[src/rtl/gi5_mul.sv]
// Shared registered multiplier for corner weights and grid products.
// Depends on nothing; the product is registered and appears in the cycle after the operands.
`default_nettype none

module gi5_mul (
  input  logic               clk,
  input  logic signed [17:0] a,
  input  logic signed [32:0] b,
  output logic signed [50:0] prod_r
);

  always_ff @(posedge clk) begin
    prod_r <= a * b;
  end

endmodule

`default_nettype wire

[config.mk]
export PLATFORM = sky130hd
export DESIGN_NAME = gi5_mul
export DESIGN_NICKNAME = d
export VERILOG_FILES = /design/src/rtl/gi5_mul.sv
export SDC_FILE = /design/constraint.sdc
export NUM_CORES = 2
export LEC_CHECK = 0
export CAP_MARGIN = 25
export CORE_MARGIN = 2
export CORE_UTILIZATION = 58
export CTS_CLUSTER_DIAMETER = 50
export DETAILED_ROUTE_END_ITERATION = 10
export DONT_BUFFER_PORTS = 1
export PLACE_DENSITY = 0.76
export SLEW_MARGIN = 20
export SYNTH_ARGS = -nofsm -noshare
export SYNTH_HDL_FRONTEND = slang
export SYNTH_SLANG_ARGS = --single-unit
[constraint.sdc]
create_clock -name clk -period 6.3 [get_ports clk]
set_input_delay 0.315 -clock clk [delete_from_list [all_inputs] [get_ports clk]]
set_output_delay 0.315 -clock clk [all_outputs]
set_load 0.01 [all_outputs]
==> flow_metrics.py <==
metrics = {
    "global_route": {
        "grt_max_degree": 34,
        "grt_use_total": 0.291,
        "overflow": 0,
        "antenna_found_initial": 1,
        "grt_pass1_wl_mm": 86.3,
        "grt_pass1_vias": 17000,
    },
    "sta": {
        "worstMarginPinSlew_ns": 0.768,
        "finalSetupTns_ns": 0,
        "period_share": 0.934,
        "rsz0062_at_grt": "false",
        "final_max_slew_viol_count": 0,
        "relSlewSlack": 0.485,
        "min_period_ns": 5.89,
        "setup_viol": 0,
        "hold_viol": 0,
        "fmax_mhz": 170,
    },
    "worst_setup_path": {
        "path_class": "primary input to flop",
        "critPathMaxStageDelay_ns": 0.55,
        "crit_required_ns": 6.56,
        "crit_top_cell": "fa_1",
        "worst_path_max_delay_cell": "fa_1",
        "cp.buffers_inverters": 5,
        "start_kind": "primary input",
        "critPathTopFamily": "adder cells",
        "endpoint": "prod_r[49]",
        "crit_cells": 23,
        "critical_path.startpoint": "a[17]",
        "crit_arrival_ns": 6.15,
        "cp_max_fo": 8,
        "crit_chain": "inv_1 -> buf_4 -> nor2_1 -> fa_1 -> fa_1 -> fa_1 -> fa_1 -> fa_1 -> inv_1 -> fa_1 -> inv_1 -> ha_1 -> nand2_1 -> o2111ai_1 -> a221oi_1 -> nor2b_1 -> a31oi_4 -> o31ai_2 -> a311oi_4 -> buf_4 -> o21ai_1 -> o22ai_1 -> xnor2_1",
        "endpoint_kind": "flop",
    },
    "layout": {
        "stdcell_area_sq_um": 21800,
        "largest-register": "prod_r",
        "reg_top3": "prod_r (51)",
        "mostFrequentLayoutCells": "618 x inv_1, 569 x fa_1, 358 x nand2_1, 231 x and2_1, 123 x ha_1",
        "final_common_cell": "inv_1",
        "layoutNonFillerInstCount": 2721,
        "utilization": 0.599,
        "syn2layout_area_growth_pct": 2.43,
        "largest_register_ffs": 51,
        "drive_gt1_frac": 0.0209,
        "nets": 2996,
        "diodes": 0,
    },
    "synth": {
        "syn_avg_cell_area_sq_um": 9.14,
        "ys_ff_latch": 51,
        "yosysWarningCount": 0,
        "yosysUniqueCellTypes": 58,
        "ys.flop_type": "dfxtp_1",
        "synth_edf_count": 0,
        "syn_inst": 2328,
        "synth-async-reset-ratio": 0,
        "syn_nets": 3072,
        "netlist_area_sq_um": 21300,
        "synth-seq-area-share": 0.0480,
    },
    "worst_hold_path": {
        "hold_class": "primary input to flop",
        "holdPathStages": 1,
    },
    "placement": {
        "hpwl_mm": 42.8,
        "place.gp.congestion": 0.895,
        "dp.cells": 2713,
        "port-buffer-count": 0,
        "placed_area_sq_um": 21600,
    },
    "route": {
        "antenna_left": 0,
        "firstDrtPassIters": 5,
        "num_vias": 14900,
        "drc": 0,
        "wl_mm": 51.6,
        "detail_route.wl_per_cell_um": 19.0,
        "first_iter_violations": 757,
        "avgViaCountPerCell": 5.49,
    },
    "clocking": {
        "cts_root_buf": "clkbuf_16",
        "cts_tree": "done",
        "htreeDepth": 2,
        "clock-sinks": 51,
        "cts_buffers": 5,
        "post_cts_buffers": 0,
        "hold_buffers": 0,
        "cts.repair.resized": 0,
        "cts_buffer_depth": 2,
        "path_clk_slew_ns": 0.07,
    },
    "floorplanning": {
        "io-pin-count": 103,
        "die_w_um": 195,
        "die_y_um": 195,
        "die-area_sq_um": 38200,
        "initial_core_util": 0.585,
        "rows": 70,
        "core_area_sq_um": 36300,
    },
    "status": {
        "status": "finished clean",
    },
    "job": {
        "cap_violations": 0,
    },
}
[metal layers]
metal	wire length, um	GRT usage
met4	1950	0.117
met1	19500	0.356
met2	26600	0.511
met5	0	0
met3	3500	0.0551
[cells by family after synthesis]
family / share of synthesized area
compound gates: 0.0418
buf+inv: 0.128
simple gates: 0.152
fa+ha+maj: 0.608
xor+xnor: 0.0222
flops: 0.0480
[metrics by stage]
step / hold WS, ns / setup WS [ns]
2_1_floorplan: 0.437 / 0.189
3_3_place_gp: 0.441 / 0.127
3_5_place_dp: 0.448 / 0.101
4_1_cts: 0.110 / 0.439
5_1_grt: 0.123 / 0.193
6_report: 0.121 / 0.413
[cells in the mapped netlist (2+ instances only)]
master	n	area share
inv_1	618	0.11
fa_1	569	0.54
nand2_1	358	0.063
and2_1	231	0.068
ha_1	123	0.072
clkbuf_1	101	0.018
dfxtp_1	51	0.048
nor2_1	48	0.0085
xnor2_1	43	0.018
a21oi_1	40	0.0094
o21ai_0	23	0.0054
a21o_1	11	0.0039
xor2_1	11	0.0045
o21a_1	9	0.0032
nor3_1	8	0.0019
nand2b_1	7	0.0021
nand3_1	6	0.0014
nor2b_1	6	0.0018
o211ai_1	5	0.0018
a21oi_2	4	0.0016
a31oi_1	4	0.0012
o21bai_1	4	0.0014
a21boi_0	3	0.0011
and3_1	3	0.00088
nand4_1	3	0.00088
or3_1	3	0.00088
a31o_2	2	0.00082
and4_1	2	0.00082
o21ai_1	2	0.00047
o311ai_1	2	0.00082
[final cells by class]
class | count | area, sq um
sequential | 51 | 1020
timing repair buffer | 21 | 158
tap | 468 | 586
fill | 3046 | 14600
clock buffer | 5 | 125
inverter | 618 | 2320
multi-input combinational | 1555 | 17500
clock inverter | 3 | 47.5
[how the worst min path moves through the flow]
stage	end	from	slack, ns
final	prod_r[0]	a[0]	0.12
after global routing	prod_r[0]	a[0]	0.12
after CTS	prod_r[0]	a[0]	0.11
after detailed placement	prod_r[0]	a[0]	0.45
after global placement	prod_r[0]	a[0]	0.44
after floorplan	prod_r[0]	a[0]	0.44
Power is not shown: default switching activity piles up to over one toggle a cycle in this logic, so the estimate is an artifact.
