`src/rtl/gi5_pkg.sv`:
```
// Shared constants, codes and types for the 5-D grid interpolator.
// No dependencies; used by gi5_div, grid_interpolator_5d, gi5_checker and the bench.
`default_nettype none

package gi5_pkg;

  localparam int NUM_AXES = 5;

  // opcodes of an input transfer
  localparam logic [1:0] OP_LOAD_AXIS = 2'd0;
  localparam logic [1:0] OP_LOAD_GRID = 2'd1;
  localparam logic [1:0] OP_QUERY     = 2'd2;

  // result status codes
  localparam logic [1:0] ST_OK        = 2'd0;
  localparam logic [1:0] ST_BAD_INDEX = 2'd1;
  localparam logic [1:0] ST_SAT       = 2'd2;

  // configuration register indexes
  localparam logic [2:0] CFG_THETA   = 3'd0;
  localparam logic [2:0] CFG_MACH    = 3'd1;
  localparam logic [2:0] CFG_TAU     = 3'd2;
  localparam logic [2:0] CFG_ALPHA_N = 3'd3;
  localparam logic [2:0] CFG_ALPHA_T = 3'd4;

  localparam logic [3:0] POINTS_RESET = 4'd8;

  // Q1.16 (17 bits), so 1.0 is representable
  localparam logic [16:0] ONE_Q16 = 17'd65536;
  localparam int          DIV_STEPS = 16;

  // divider request and response
  typedef struct packed {
    logic        start;
    logic [31:0] num;
    logic [31:0] den;
  } div_req_t;

  typedef struct packed {
    logic        done;
    logic [15:0] quot;
  } div_rsp_t;

endpackage

`default_nettype wire

```
`src/rtl/gi5_div.sv`:
```
// Restoring divider for axis fractions, one quotient bit per cycle.
// Depends on gi5_pkg (request and response types); num must be below den.
`default_nettype none

module gi5_div (
  input  logic              clk,
  input  logic              rst_n,
  input  gi5_pkg::div_req_t req,
  output gi5_pkg::div_rsp_t rsp
);

  logic        busy_r, busy_nxt;
  logic        done_r, done_nxt;
  logic [4:0]  cnt_r, cnt_nxt;
  logic [31:0] rem_r, rem_nxt;
  logic [31:0] den_r, den_nxt;
  logic [15:0] quot_r, quot_nxt;
  logic [32:0] rem_sh;
  logic        ge;

  // one shift-subtract step
  assign rem_sh = {rem_r, 1'b0};
  assign ge     = rem_sh >= {1'b0, den_r};

  always_comb begin
    busy_nxt = busy_r;
    done_nxt = 1'b0;
    cnt_nxt  = cnt_r;
    rem_nxt  = rem_r;
    den_nxt  = den_r;
    quot_nxt = quot_r;
    if (req.start) begin
      busy_nxt = 1'b1;
      cnt_nxt  = 5'(gi5_pkg::DIV_STEPS);
      rem_nxt  = req.num;
      den_nxt  = req.den;
      quot_nxt = '0;
    end else if (busy_r) begin
      rem_nxt  = ge ? 32'(rem_sh - {1'b0, den_r}) : rem_sh[31:0];
      quot_nxt = {quot_r[14:0], ge};
      cnt_nxt  = cnt_r - 5'd1;
      if (cnt_r == 5'd1) begin
        busy_nxt = 1'b0;
        done_nxt = 1'b1;
      end
    end
  end

  always_ff @(posedge clk) begin
    if (!rst_n) begin
      busy_r <= 1'b0;
      done_r <= 1'b0;
    end else begin
      busy_r <= busy_nxt;
      done_r <= done_nxt;
    end
    cnt_r  <= cnt_nxt;
    rem_r  <= rem_nxt;
    den_r  <= den_nxt;
    quot_r <= quot_nxt;
  end

  assign rsp.done = done_r;
  assign rsp.quot = quot_r;

endmodule

`default_nettype wire

```
`config.mk`:
```
export PLATFORM = sky130hd
export DESIGN_NAME = gi5_div
export DESIGN_NICKNAME = d
export VERILOG_FILES = /design/src/rtl/gi5_pkg.sv /design/src/rtl/gi5_div.sv
export SDC_FILE = /design/constraint.sdc
export NUM_CORES = 1
export LEC_CHECK = 0
export ABC_AREA = 1
export ABC_CLOCK_PERIOD_IN_PS = 2930
export BUFFER_PORTS_ARGS = -buffer_cell sky130_fd_sc_hd__buf_2
export CAP_MARGIN = 25
export CORE_ASPECT_RATIO = 0.8
export CORE_MARGIN = 3
export CORE_UTILIZATION = 59
export CTS_CLUSTER_DIAMETER = 120
export CTS_CLUSTER_SIZE = 28
export DETAILED_ROUTE_END_ITERATION = 6
export PLACE_DENSITY = 0.85
export SYNTH_ARGS = -nofsm -noshare
export SYNTH_HDL_FRONTEND = slang
export SYNTH_SLANG_ARGS = --single-unit
```
`constraint.sdc`:
```
create_clock -name clk -period 2.93 [get_ports clk]
set_input_delay 0.4395 -clock clk [delete_from_list [all_inputs] [get_ports clk]]
set_output_delay 0.4395 -clock clk [all_outputs]
set_load 0.005 [all_outputs]
```
==> results of run 1 <==
cells in the mapped netlist, types with 3 or more instances:
cell type    n  area share [%]
xnor2_1     13             1.8
inv_1      182              11
nand2_1    331              20
nand4_1      9            0.90
nor3_1       4            0.32
clkinv_1     3            0.18
nor2_1      45             2.7
o21ai_0      6            0.48
buf_1        3            0.18
clkbuf_1     5            0.30
and2_1       5            0.50
buf_2        5            0.40
buf_6        3            0.54
nand2_2      3            0.30
nor2_2       3            0.30
nand3_2      5            0.80
nand3b_1    26             3.1
dfxtp_1     23             7.3
ha_1        34             6.8
nand3_1     67             5.3
a21oi_1     22             1.8
o22ai_1     15             1.5
edfxtp_1    64              31
o21bai_1     3            0.36
final cells by class:
class                   instances  area share [%]
clock inverters                 5           0.612
inverters                     186            9.76
well taps                     140            2.45
clock buffers                  11            3.55
flip-flops and latches         87            33.3
multi-input cells             607            43.0
repair buffers                 94            7.31
metal layers:
layer  track usage (%)  part of all wire [%]  vias to the layer above  routed length, um
li1                  -                     -                     2975                  -
met1              39.1                    46                     2650               7410
met2              43.5                    44                      216               7050
met3              6.54                   8.4                       34               1360
met4              9.91                   2.3                        0                376
met5                 0                     0                        -                  0
stage by stage:
step,worst slack [ns],utilization [%],cells
global route,0.225,69.3,1130
floorplan,0.522,-,899
CTS,0.441,69.3,1130
finish,0.434,69.3,1130
global placement,0.537,66.4,1114
detailed placement,0.451,66.4,1114
kinds of logic (layout without fill, tap and decap cells):
kind of cell | count (synthesis) | after routing | share of synthesized area [%]
flip-flops | 87 | 87 | 38.0
buffers and inverters | 205 | 296 | 13.0
AND/OR/NAND/NOR | 507 | 507 | 35.3
AO/OA/AOI/OAI | 50 | 50 | 4.53
adder cells (fa/ha/maj) | 35 | 35 | 7.10
XOR/XNOR | 15 | 15 | 2.09
power by group through the flow:
stage               sequential (W)  combinational, W  clock, W
floorplan                  0.00159           0.00159         0
global placement           0.00161           0.00203         0
detailed placement         0.00162           0.00208         0
CTS                        0.00159           0.00210   0.00118
global route               0.00161           0.00242   0.00122
finish                     0.00160           0.00214   0.00116
state kept, by name, indices dropped and copies added (netlist names):
signal	count
quot_r	16
cnt_r	5
rem_r	32
busy_r	1
done_r	1
den_r	32
worst max-delay path: stages, from the launching register on:
cell and delay (ns):
edfxtp_1 0.39, ha_1 0.40, nand2_1 0.15, nor2_1 0.20
nand2_1 0.14, nor2_2 0.18, nand2_1 0.12, nor2_4 0.11
nor2_4 0.06, nand2_4 0.10, buf_12 0.16, nand3_1 0.11
nand2_1 0.08, nand2_1 0.04
cells in the final DEF (no fill, tap or decap), drive strengths merged, types with 2 or more instances in the layout:
cell type / Yosys / routed
o21bai: 3 / 3
ha: 34 / 34
o21ai: 7 / 7
nand2: 335 / 335
xnor2: 13 / 13
inv: 183 / 187
dfxtp: 23 / 23
a21oi: 22 / 22
o21a: 2 / 2
buf: 14 / 94
nand3b: 26 / 26
nor3: 5 / 5
o22ai: 15 / 15
or2: 2 / 2
clkinv: 3 / 4
nand4: 9 / 9
nand3: 72 / 72
clkbuf: 5 / 11
edfxtp: 64 / 64
nor2: 50 / 50
xor2: 2 / 2
and2: 5 / 5
final timing paths:
path         cells after the start         to
max                             13  rem_r[26]
min                              1  den_r[23]
max reg2reg                     13  rem_r[26]
min reg2reg                      1   cnt_r[2]
==> metrics.txt, run 1 <==
Sequential Area about 2400 um^2; Relative slew margins 50.3%; area of placed instances 6860 um^2; leakage 3.86 nW; Final min period around 2.5 ns; WP data required ~3.0 ns; first-pass GRT wire length approximately 27000 um; Num CTS Buffers 9; worst slew pin tran approximately 0.75 ns; Switching Share roughly two fifths; number of enable flip-flop cells after synthesis 64; drt drc 0; initial antenna violation count 0; Int Power about 0.003 W; Post-DRT Antenna Nets 0; Post-Route WL 16200 um; RSZ-0062 raised after global routing false; Gate power share 43.6%; CTS Root Cell clkbuf_16; Vias 5875; initial DRC count 450; synth-to-layout area growth 14.0%; post_cts resized 0; CTS Buffer Depth 2; Fin. Hold Viols 0; diode count 0; Peak VDD IR between 0.3 and 0.4 mV; Synth async-reset ratio 0%; Die Y between 90 and 100 um; I/O pin count 84; multi-input logic area just over 3000 um^2; Critical Path Source rem_r[18]; ys flop type edfxtp_1; largest net degree at the start of global routing 69; Hold Crit Start req[23]; total iterations of the first detailed-routing run 5; core region area 10300 um^2; # hold bufs at CTS 0; CP Data Arrival Time around 2.6 ns; die width 121 um; Final period util between 80% and 90%; sequential share of the synthesized area between 30% and 40%; Cell Area, Synth around 6300 um^2; final slew viol count 0; Crit Path Max Fanout 17; Clock Power Share about a quarter; routed wirelength normalized by instance count 14.3 um; Filler Cells Inserted around 910; clk_skew 0.0130 ns; vias per inst a little over 5; total power about 0.0049 W; initial core utilization approximately 61%; port bufs 83; Clock Sinks between 80 and 90; setup tns final 0 ns; critical path class reg -> reg; f_max 401 MHz; Synth Register Bits between 80 and 90; RR Startpoint rem_r[18]; startpoint types flip-flop; GPL Wtd Cong approximately 1.0; die area about 12000 um^2; R2R Setup Slk 0.43 ns; worst skew pair latency roughly 0.36 ns; Hold Path Class in -> reg; Net count, final 1087; Max-Cap Viols 0; Detailed Place HPWL between 10000 and 15000 um; Post-Synthesis Cells roughly 900; GRT Util Overall 28.2%; clk slew on worst S/H paths 0.07 ns; row count 33; Sw Pwr 0.00196 W; final non-filler cell area approximately 7200 um^2; final setup fails 0; CP endpoint kind flip-flop; H-tree depth 3; layout cell share with drive strength beyond 1 approximately 13%; Avg Synthesized Cell Area between 6 and 7 um^2; CTS tree yes; number of distinct library cells after synthesis 39; Remaining Overflow, GRT 0; P per Cell Area between 600 and 700 nW/um^2; Syn. warnings 0; status complete, no violations; sequential share of power approximately a third; vias in the first global route roughly 5800; postcts setup bufs 0; final hold slack 0.253 ns; Synth Net Count roughly 1000
No activity file was read; power rests on OpenSTA's default activity.
==> inputs of run 2 (changes only) <==
- ABC_AREA: 1 -> not set
- CORE_MARGIN: 3 -> 2
- CORE_UTILIZATION: 59 -> 58
- SLEW_MARGIN: not set -> 5
==> run 2 against run 1 <==
Against the previous run:
- the flow now finishes with violations (DRC)
- synthesized cell count down 34%
- utilization up 7.3 points
- sequential share of layout area up 0.68 points
- non-clock buffer count up 63
- clock skew down 0.0034 ns
- fmax down 15%
- first-iteration DRC count down 3.6%
- flip-flop and latch count unchanged
- final cell count down 25%
- cell area down 2.0%
- critical path type unchanged
- largest power group unchanged
- highest routed layer unchanged
==> metrics.txt, run 2 <==
top cells by count, synth 64 x edfxtp_1, 54 x nor2_1, 52 x inv_1; worst slew pin tran 0.695 ns (-0.0506 ns); routed wirelength normalized by instance count 18.6 um (+30%); critical path class reg -> reg; P per Cell Area 771 nW/um^2 (+13%); clk slew on worst S/H paths 0.08 ns (about the same); CTS Buffer Depth 2 (unchanged); Vias 5189 (-12%); I/O pin count 84 (unchanged); top cell type's share of synthesized area 34.8% (+4.2 points); vias in the first global route 5111 (-11%); final hold slack 0.257 ns (+0.00331 ns); die area 10300 um^2 (-13%); xor/xnor share of the synthesized area 4.28% (+2.2 points); Synth Net Count 691 (-31%); Final min period 2.92 ns (+0.426 ns); status finished with violations; leading cell type in the layout, fill and taps excluded buf_2; post-place setup slack -0.106 ns (-0.557 ns); setup tns final 0 ns (unchanged); row count 31 (-6.1%); Sequential Area 2380 um^2 (unchanged); Post-Synthesis Cells 589 (-34%); GRT Util Overall 30.0% (+1.8 points); synth-to-layout area growth 26.9%; Clock Sinks 87 (unchanged); CP Data Arrival Time 3.01 ns (+0.40 ns); Critical Path Source den_r[1]; failing checks DRC; area leader, netlist edfxtp_1; WP data required 3.02 ns (-0.02 ns); diode count 0 (unchanged); Net count, final 828 (-24%); clk_skew 0.00967 ns (-0.00337 ns); core region area 9150 um^2 (-11%); R2R Setup Slk 0.008 ns (-0.43 ns); total power 0.00540 W (+10%); final non-filler cell area 7010 um^2 (-2.0%); f_max 342 MHz (-15%); Synth async-reset ratio 0% (unchanged); ys flop type edfxtp_1; largest net degree at the start of global routing 64 (-7.2%); Simple-Gate Fraction of Synth Area 15.6% (-20 points); Hold Path Class in -> reg; Peak VDD IR 0.578 mV (+47%); multiplexer area fraction after synthesis 2.90% (+2.9 points); die width 113 um (-6.8%); initial antenna violation count 0 (unchanged); Cell Area, Synth 5520 um^2 (-12%); initial DRC count 434 (-3.6%); RR Startpoint den_r[1]; top cells by area, synth edfxtp_1 35%, dfxtp_1 8.3%, ha_1 7.7%; Max-Cap Viols 0 (unchanged); largest family of logic cells by synthesized area compound AO/OA/AOI/OAI gates; commonest cells after routing, fill and taps aside 83 x buf_2, 70 x buf_4, 64 x edfxtp_1; post-synthesis compound-gate area fraction 19.5% (+15 points); Post-DRT Antenna Nets 0 (unchanged); initial core utilization 60.3% (-0.44 points); Filler Cells Inserted 609 (-33%); Relative slew margins 53.7% (+3.4 points); total iterations of the first detailed-routing run 7 (+2); CTS Root Cell clkbuf_16; # hold bufs at CTS 0 (unchanged); H-tree depth 3 (unchanged); CP endpoint rem_r[28]; final slew viol count 0 (unchanged); Post-Route WL 15800 um (-2.6%); worst skew pair latency 0.35 ns (about the same); Synth Register Bits 87 (unchanged); startpoint types flip-flop; setup ws final 0.00771 ns (-0.426 ns); Syn. warnings 0 (unchanged); worst r2r path cells 11 (-2); leakage 3.03 nW (-22%); Reg-to-Reg End rem_r[28]; port bufs 83 (unchanged); first-pass GRT wire length 24600 um (-8.4%); Avg Synthesized Cell Area 9.38 um^2 (+34%); Final period util 99.7% (+15 points); Die Y 91.3 um (-7.1%); final setup fails 0 (unchanged); Hold Crit Start req[25]; layout cell share with drive strength beyond 1 29.8% (+17 points); number of enable flip-flop cells after synthesis 64 (unchanged); sequential share of the synthesized area 43.1% (+5.2 points); drt drc 4 (+4); Remaining Overflow, GRT 0 (unchanged); CTS tree yes; Num CTS Buffers 9 (unchanged); Detailed Place HPWL 11000 um (-11%); Crit Path Max Fanout 2 (-15); area of placed instances 6440 um^2 (-6.0%); CP endpoint kind flip-flop; Fin. Hold Viols 0 (unchanged); count leader, synth edfxtp_1; multi-input logic area 2960 um^2 (-3.7%); vias per inst 6.13 (+18%); GPL Wtd Cong 1.01 (+0.17%); RSZ-0062 raised after global routing true; number of distinct library cells after synthesis 67 (+72%); biggest regs den_r: 32 flops, rem_r: 32 flops, quot_r: 16 flops; synthesized-area fraction occupied by adder cells 8.07% (+0.97 points)
## run 2: worst min path at each step
stage	slack (ns)	depth (start not counted)	end
final	0.26	1	den_r[25]
after global routing	0.25	1	den_r[25]
after CTS	0.25	1	den_r[22]
after detailed placement	0.48	2	cnt_r[4]
after global placement	0.47	2	quot_r[15]
after floorplan	0.46	2	cnt_r[4]
## run 2: where the power goes
part           total, W  leakage [nW]  switching [W]  internal, W
logic           0.00256          2.05        0.00141      0.00115
clock network   0.00118         0.151       0.000571     0.000612
registers       0.00166         0.823       0.000113      0.00155
total           0.00540          3.03        0.00209      0.00331
## run 2: kinds of logic after synthesis
group	after synthesis
compound gates	164
xor+xnor	27
fa+ha+maj	35
buf+inv	84
flops	87
mux	16
simple gates	176
## run 2: area by class of cell
type	count	share of cell area, %
flip-flops and latches	87	34.0
inverters	53	2.84
clock buffers	9	3.21
multi-input cells	418	42.3
well taps	115	2.05
repair buffers	157	14.4
clock inverters	7	1.20
## run 2: metal layers
metal / part of all wire [%] / global-route usage (%) / wire [um] / vias to the layer above
met3: 8.6 / 6.54 / 1360 / 30
li1: - / - / - / 2432
met4: 1.9 / 9.45 / 296 / 0
met1: 43 / 39.8 / 6780 / 2454
met2: 47 / 49.3 / 7340 / 273
met5: 0 / 0 / 0 / -
## run 2: timing repair
item                                    CTS  global route
gates resized for setup                   7            38
pin swaps                                 4            19
endpoints found under the setup margin   11            32
setup buffers                             2             7
## run 2: stage by stage
| stage | cells | utilization [%] |
|---|---|---|
| floorplan | 589 | - |
| global placement | 821 | 70.4 |
| detailed placement | 821 | 70.4 |
| CTS | 839 | 74.2 |
| global route | 846 | 76.6 |
| finish | 846 | 76.6 |
## run 2: worst max-delay path, stage by stage, from the launching register on
cell	delay, ns
edfxtp_1	0.44
buf_6	0.15
fa_2	0.38
nand2b_4	0.17
a21oi_4	0.15
o211ai_1	0.16
a2111oi_2	0.33
buf_4	0.19
nor3_4	0.04
or2_4	0.24
a311oi_2	0.26
o221ai_1	0.15
